## src/rtl/fla_pkg.sv

```systemverilog
`default_nettype none
package fla_pkg;

  localparam int SLOTS_DEF = 1024;

  localparam int ACTION_W = 2;
  localparam int IDX_W    = 11;
  localparam int GRANT_W  = 10;
  localparam int STATUS_W = 2;

  localparam logic [ACTION_W-1:0] ACT_ALLOC = 2'd0;
  localparam logic [ACTION_W-1:0] ACT_FREE  = 2'd1;
  localparam logic [ACTION_W-1:0] ACT_CLEAR = 2'd2;

  localparam logic [STATUS_W-1:0] ST_OK        = 2'd0;
  localparam logic [STATUS_W-1:0] ST_EXHAUSTED = 2'd1;
  localparam logic [STATUS_W-1:0] ST_RANGE     = 2'd2;

endpackage
`default_nettype wire

```

## src/rtl/fla_ctrl.sv

```systemverilog
`default_nettype none
module fla_ctrl #(
  parameter int SLOTS = fla_pkg::SLOTS_DEF,
  parameter int AW    = 10,
  parameter int LW    = 11
) (
  input  wire logic                         clk,
  input  wire logic                         rst_n,
  input  wire logic                         in_valid,
  output logic                              in_stall,
  input  wire logic [fla_pkg::ACTION_W-1:0] in_action,
  input  wire logic [fla_pkg::IDX_W-1:0]    in_slot_index,
  output logic                              out_valid,
  input  wire logic                         out_stall,
  output logic      [fla_pkg::GRANT_W-1:0]  out_granted_index,
  output logic      [fla_pkg::STATUS_W-1:0] out_status,
  output logic                              mem_we,
  output logic      [AW-1:0]                mem_waddr,
  output logic      [LW-1:0]                mem_wdata,
  output logic      [AW-1:0]                mem_raddr,
  input  wire logic [LW-1:0]                mem_rdata
);
  import fla_pkg::*;

  localparam int CW = (LW > IDX_W) ? LW : IDX_W;
  localparam logic [LW-1:0] END_MARK = LW'(SLOTS);
  localparam logic [AW-1:0] LAST     = AW'(SLOTS - 1);

  typedef enum logic [1:0] {
    S_SWEEP,
    S_IDLE,
    S_ALLOC
  } state_t;

  state_t                state_r, state_nxt;
  logic [AW-1:0]         cnt_r, cnt_nxt;
  logic                  pend_r, pend_nxt;
  logic [LW-1:0]         head_r, head_nxt;
  logic                  out_valid_r, out_valid_nxt;
  logic [GRANT_W-1:0]    grant_r, grant_nxt;
  logic [STATUS_W-1:0]   status_r, status_nxt;

  logic accept;
  logic out_free;
  logic idx_bad;

  assign out_free = !out_valid_r || !out_stall;
  assign in_stall = (state_r != S_IDLE) || !out_free;
  assign accept   = in_valid && !in_stall;
  assign idx_bad  = CW'(in_slot_index) >= CW'(SLOTS);

  always_comb begin
    state_nxt     = state_r;
    cnt_nxt       = cnt_r;
    pend_nxt      = pend_r;
    head_nxt      = head_r;
    out_valid_nxt = out_valid_r && out_stall;
    grant_nxt     = grant_r;
    status_nxt    = status_r;
    mem_we        = 1'b0;
    mem_waddr     = cnt_r;
    mem_wdata     = LW'(cnt_r) + LW'(1);
    mem_raddr     = head_r[AW-1:0];
    case (state_r)
      S_SWEEP: begin
        mem_we  = 1'b1;
        cnt_nxt = cnt_r + AW'(1);
        if (cnt_r == LAST) begin
          state_nxt = S_IDLE;
          cnt_nxt   = '0;
          head_nxt  = '0;
          if (pend_r) begin
            pend_nxt      = 1'b0;
            out_valid_nxt = 1'b1;
            grant_nxt     = '0;
            status_nxt    = ST_OK;
          end
        end
      end
      S_IDLE: begin
        if (accept) begin
          grant_nxt  = '0;
          status_nxt = ST_OK;
          case (in_action)
            ACT_ALLOC: begin
              if (head_r >= END_MARK) begin
                out_valid_nxt = 1'b1;
                status_nxt    = ST_EXHAUSTED;
              end else begin
                state_nxt = S_ALLOC;
              end
            end
            ACT_FREE: begin
              out_valid_nxt = 1'b1;
              if (idx_bad) begin
                status_nxt = ST_RANGE;
              end else begin
                mem_we    = 1'b1;
                mem_waddr = AW'(in_slot_index);
                mem_wdata = head_r;
                head_nxt  = LW'(in_slot_index);
              end
            end
            ACT_CLEAR: begin
              state_nxt = S_SWEEP;
              cnt_nxt   = '0;
              pend_nxt  = 1'b1;
            end
            default: begin
              out_valid_nxt = 1'b1;
            end
          endcase
        end
      end
      S_ALLOC: begin
        state_nxt     = S_IDLE;
        head_nxt      = mem_rdata;
        out_valid_nxt = 1'b1;
        grant_nxt     = GRANT_W'(head_r);
        status_nxt    = ST_OK;
      end
      default: begin
        state_nxt = S_IDLE;
      end
    endcase
  end

  always_ff @(posedge clk) begin
    if (!rst_n) begin
      state_r     <= S_SWEEP;
      cnt_r       <= '0;
      pend_r      <= 1'b0;
      head_r      <= '0;
      out_valid_r <= 1'b0;
    end else begin
      state_r     <= state_nxt;
      cnt_r       <= cnt_nxt;
      pend_r      <= pend_nxt;
      head_r      <= head_nxt;
      out_valid_r <= out_valid_nxt;
    end
    grant_r  <= grant_nxt;
    status_r <= status_nxt;
  end

  assign out_valid         = out_valid_r;
  assign out_granted_index = grant_r;
  assign out_status        = status_r;

endmodule
`default_nettype wire

```

## config.mk

```make
export PLATFORM = sky130hd
export DESIGN_NAME = fla_ctrl
export DESIGN_NICKNAME = d
export VERILOG_FILES = /design/src/rtl/fla_pkg.sv /design/src/rtl/fla_ctrl.sv
export SDC_FILE = /design/constraint.sdc
export NUM_CORES = 1
export LEC_CHECK = 0
export CAP_MARGIN = 0
export CORE_ASPECT_RATIO = 1.75
export CORE_MARGIN = 2
export CORE_UTILIZATION = 66
export CTS_CLUSTER_DIAMETER = 40
export DETAILED_ROUTE_END_ITERATION = 10
export DONT_BUFFER_PORTS = 1
export MAX_ROUTING_LAYER = met4
export PLACE_DENSITY = 0.93
export SYNTH_ARGS = -nofsm -noshare
export SYNTH_HDL_FRONTEND = slang
export SYNTH_SLANG_ARGS = --single-unit
export TNS_END_PERCENT = 5
```

## constraint.sdc

```tcl
create_clock -name clk -period 6.3 [get_ports clk]
set_clock_uncertainty 0.05 [all_clocks]
set_input_delay 0.945 -clock clk [delete_from_list [all_inputs] [get_ports clk]]
set_output_delay 0.945 -clock clk [all_outputs]
set_load 0.01 [all_outputs]
```

# Yosys cells after proc, flatten, opt, wreduce, memory -nomap -nowiden
# Index checks and enable logic that the tools add are counted.
dict set report totals {
  register_bits 37
  word_cells 89
  out_inout_bits 46
}
dict set report op_classes {
  reduce_logical 17
  add_sub_neg 2
  n_eq_ne 14
  magnitude_cmp 2
  muxes 47
}
# cell n
set ops {}
lappend ops {{10-bit 2-to-1 mux} 10}
lappend ops {{11-bit 2-to-1 mux} 8}
lappend ops {{11-bit case mux with 3 select lines} 1}
lappend ops {{10-bit case mux with 3 select lines} 1}
lappend ops {{11-bit >= comparator (second input constant)} 2}
lappend ops {{10-bit case mux with 2 select lines} 1}
lappend ops {{2-bit 2-to-1 mux} 7}
lappend ops {{2-bit case mux with 2 select lines} 3}
lappend ops {{4-bit AND reduction} 3}
lappend ops {{10-bit by 1-bit adder with 11-bit output (second input constant)} 1}
lappend ops {{1-bit 2-to-1 mux} 11}
lappend ops {{10-bit by 1-bit adder with 10-bit output (second input constant)} 1}
lappend ops {{10-bit equality test (second input constant)} 1}
lappend ops {{2-bit != test (second input constant)} 5}
lappend ops {{1-bit case mux with 2 select lines} 3}
lappend ops {{2-bit case mux with 3 select lines} 1}
lappend ops {{5-bit AND reduction} 1}
lappend ops {{2-bit by 1-bit equality test with 1-bit output (second input constant)} 2}
lappend ops {{2-bit equality test (second input constant)} 2}
lappend ops {{1-bit logical NOT} 4}
lappend ops {{2-bit logical NOT} 2}
lappend ops {{2-bit by 1-bit != test with 1-bit output (second input constant)} 2}
lappend ops {{3-bit by 1-bit != test with 1-bit output (second input constant)} 1}
lappend ops {{3-bit != test (second input constant)} 1}
lappend ops {{other kinds (6)} 8}

# Logic depth before layout (Yosys ltp)
dict set report logic_depth {
  depth_word 8
  depth_mapped 9
  ltp_nobuf 6
}

# Least setup slack after synthesis
# No wires, ideal clock.
dict set report synth_path {
  kind {input to output}
  start {input port in_valid}
  end {output port mem_waddr[0]}
  cell_stages 5
  path_slack_ps 3233
  path_buffers 2
  arrival_time_ps 2072
  required_ps 5305
  path_cell_list {a21bo_1 -> or3_1 -> buf_6 -> buf_12 -> mux2_4}
}
dict set report synth_via {
  elab_chain_cells 3
}
# element line_no
set synth_rtl {}
lappend synth_rtl {{from (decl)} fla_ctrl.sv:9} ;# input wire logic in_valid,
lappend synth_rtl {{1-bit logical AND} fla_ctrl.sv:49} ;# assign accept = in_valid && !in_stall;
lappend synth_rtl {{10-bit 2-to-1 mux} fla_ctrl.sv:81} ;# if (accept) begin
lappend synth_rtl {{10-bit 2-to-1 mux} fla_ctrl.sv:64} ;# case (state_r)
lappend synth_rtl {{to (decl)} fla_ctrl.sv:18} ;# output logic [AW-1:0] mem_waddr,
# Every way passes these cells.

# Worst setup path after layout
dict set report layout_path {
  start {register state_r[1]}
  end {output port mem_waddr[8]}
}
dict set report layout_via {
  elab_chain_cells 6
}
# element line_no
set layout_rtl {}
lappend layout_rtl {{from (decl)} fla_ctrl.sv:35} ;# state_t state_r, state_nxt;
lappend layout_rtl {{from (signal assigned)} fla_ctrl.sv:136} ;# state_r <= state_nxt;
lappend layout_rtl {{2-bit by 1-bit != test with 1-bit output} fla_ctrl.sv:48} ;# assign in_stall = (state_r != S_IDLE) || !out_free;
lappend layout_rtl {{1-bit logical OR} fla_ctrl.sv:48}
lappend layout_rtl {{1-bit logical NOT} fla_ctrl.sv:49}
lappend layout_rtl {{1-bit logical AND} fla_ctrl.sv:49}
lappend layout_rtl {{10-bit 2-to-1 mux} fla_ctrl.sv:81}
lappend layout_rtl {{10-bit 2-to-1 mux *} fla_ctrl.sv:64}
# Mark *: on every way between the ends. The rest lies on a longest branch, timed or not.

==> impl_metrics.json <==
{
  "fin_setup_tns_ps": 0,
  "antenna_left": 0,
  "cts_buffers": 5,
  "die_h_um": 84.3,
  "p_int_w": 0.000384,
  "maxSlewViolCount": 0,
  "relSlewSlack": 0.233,
  "synth.net_count": 298,
  "p_leak_nw": 0.959,
  "sw_frac_of_total": 0.212,
  "setup.worst_path.class": "reg -> out",
  "grt_pass1_wl_mm": 9.32,
  "htreeDepth": 2,
  "cts_buffer_depth": 2,
  "cts_setup_buffers": 0,
  "synth_edf_count": 12,
  "clockRootBuffer": "clkbuf_8",
  "period_minus_slack_ps": 3650,
  "worstPathArrival_ps": 2650,
  "yosysWarnings": 0,
  "antenna_found_initial": 0,
  "power_w": 0.000487,
  "vias_per_cell": 6.67,
  "hold_path.class": "reg -> reg",
  "wl_mm": 5.70,
  "dpl-instance-area_mm2": 0.00230,
  "cts_tree": "done",
  "dieArea_mm2": 0.00421,
  "cp_top_family": "adder cells",
  "antenna_cells": 0,
  "place_hpwl_mm": 4.12,
  "drive_gt1_frac": 0.106,
  "synth_area_mm2": 0.00243,
  "post-route-cell-area_mm2": 0.00242,
  "hold_buffers": 0,
  "syn_to_final_growth_pct": -0.412,
  "p_sw_w": 0.000103,
  "yosysUniqueCellTypes": 55,
  "fin_nets": 277,
  "clock_sinks": 37,
  "crit_required_ps": 5300,
  "ctsResizeCount": 0,
  "worstSkewPairLatency_ps": 300,
  "grt.total_usage": 0.296,
  "crit_chain": "inv_1, ha_1, nand3b_1, or3_1, buf_4, mux2_4",
  "status": "finished, final reports clean",
  "syn_inst": 265,
  "async_flop_share": 0,
  "wire_per_inst_um": 19.6,
  "worstMarginPinSlew_ps": 1150,
  "max-vdd-ir-drop_mv": 0.195,
  "cpMaxStageDelayCell": "ha_1",
  "via_count": 1940,
  "gp_congestion": 0.838,
  "rsz0062_at_grt": "false",
  "crit_fanout": 31,
  "die_width_um": 49.9,
  "grt_pass1_vias": 1930,
  "start_util": 0.677,
  "syn_area_per_cell_um2": 9.18,
  "cp_slowest_stage_delay_ps": 770,
  "startpoint_type": "flip-flop",
  "clkPwrFrac": 0.449,
  "first_pass_iters": 4,
  "combPwrFrac": 0.041,
  "synth-seq-cells": 37,
  "rows": 29,
  "port_buffers": 0,
  "end_kind": "output pin",
  "max_freq_ghz": 0.274,
  "finalSetupViolCount": 0,
  "clk_pin_slew_ps": 80,
  "io_pins": 74,
  "yosysSeqAreaShare": 0.354,
  "dr.first_iter.drc_count": 99,
  "grt_max_degree": 32,
  "seqPwrFrac": 0.510,
  "design.core.area_mm2": 0.00359,
  "fillCellCount": 271,
  "p_per_area_mw_per_mm2": 201,
  "overflow": 0,
  "cap_violations": 0,
  "drc": 0,
  "timing.final.crit_share": 0.579,
  "finalHoldViolCount": 0,
  "ys.flop_type": "dfxtp_1",
  "crit_buf_inv": 2
}
## per-layer routing
layer / track usage / routed length [um]
met5: - / 0
met3: 0.0836 / 488
met2: 0.497 / 2970
met4: 0.119 / 176
met1: 0.325 / 2070
## stage by stage
stage	setup slack [ps]	utilization	hold slack, ps	cells
after floorplan	3230	-	404	265
after global placement	3150	0.641	420	283
after detailed placement	3020	0.641	437	283
after CTS	2700	0.674	449	291
after global routing	2500	0.674	480	291
final	2650	0.674	449	291
## logic make-up (layout without fill, tap and decap cells)
kind of cell    Yosys count  after routing  share of synthesized area
flops                    37             37                      0.354
buf+inv                  36             16                     0.0910
xor+xnor                  7              7                     0.0252
compound gates           51             51                      0.155
mux                      25             25                      0.126
fa+ha+maj                 5              5                     0.0257
simple gates            104            104                      0.223
## registers in the layout (all words and copies together), names as in the netlist
| name | count |
|---|---|
| out_status | 2 |
| out_granted_index | 10 |
| cnt_r | 10 |
| out_valid | 1 |
| state_r | 2 |
| pend_r | 1 |
| head_r | 11 |
## cells in the final DEF (no fill, tap or decap), types with 11 or more instances in the layout
cell,count
mux2i_1,13
nor2_1,17
edfxtp_1,12
a21oi_1,16
and2_1,12
a22o_1,12
dfxtp_1,25
mux2_4,11
nand2_1,31
nand3_1,14
## worst min-delay path: cells and delay by family (launching register included)
family / cells / cell delay (ps)
flip-flops: 1 / 340
multiplexers: 1 / 60
AND/OR/NAND/NOR: 1 / 60
## synthesized netlist by cell type (2+ instances only)
cell	n	area [um^2]
xor2_1	6	52.6
edfxtp_1	12	360
o21ai_0	5	25.0
and4_1	2	17.5
clkbuf_1	8	30.0
nand2b_1	4	25.0
or3_1	5	31.3
or3b_1	2	17.5
nand4_1	3	18.8
dfxtp_1	25	500
mux2i_1	13	130
nand3b_1	2	15.0
a31oi_1	2	12.5
ha_1	5	62.6
buf_4	11	82.6
o211ai_1	2	15.0
nor3_1	2	10.0
a21oi_1	16	80.1
nor2b_1	2	12.5
nand2_1	31	116
inv_1	6	22.5
and2_1	12	75.1
nand3_1	14	70.1
a22o_1	12	105
nor2_1	17	63.8
mux2_4	11	165
buf_6	3	33.8
buf_2	5	25.0
## layout make-up
type	instances	area, um^2	share of cell area
Clock inverter	2	37.5	0.0155
Sequential cell	37	861	0.355
Multi-Input combinational cell	192	1350	0.557
Clock buffer	6	82.6	0.0341
Tap cell	46	57.6	0.0238
Timing Repair Buffer	1	7.51	0.00310
Inverter	7	26.3	0.0108
## power by group through the flow
stage / Sequential (W) / Clock [W] / Combinational (W)
floorplan: 0.000252 / 0 / 0.0000193
CTS: 0.000248 / 0.000219 / 0.0000198
global route: 0.000249 / 0.000229 / 0.0000214
global placement: 0.000254 / 0 / 0.0000191
finish: 0.000248 / 0.000218 / 0.0000200
detailed placement: 0.000254 / 0 / 0.0000195
## path summary, 6_finish.rpt
check / startpoint / to / slack, ps / depth (start not counted)
max: state_r[1] / mem_waddr[8] / 2650 / 6
min: head_r[10] / head_r[10] / 450 / 2
max reg2reg: cnt_r[0] / out_granted_index[1] / 3270 / 5
min reg2reg: head_r[10] / head_r[10] / 450 / 2
No activity file was read; power rests on OpenSTA's default activity.
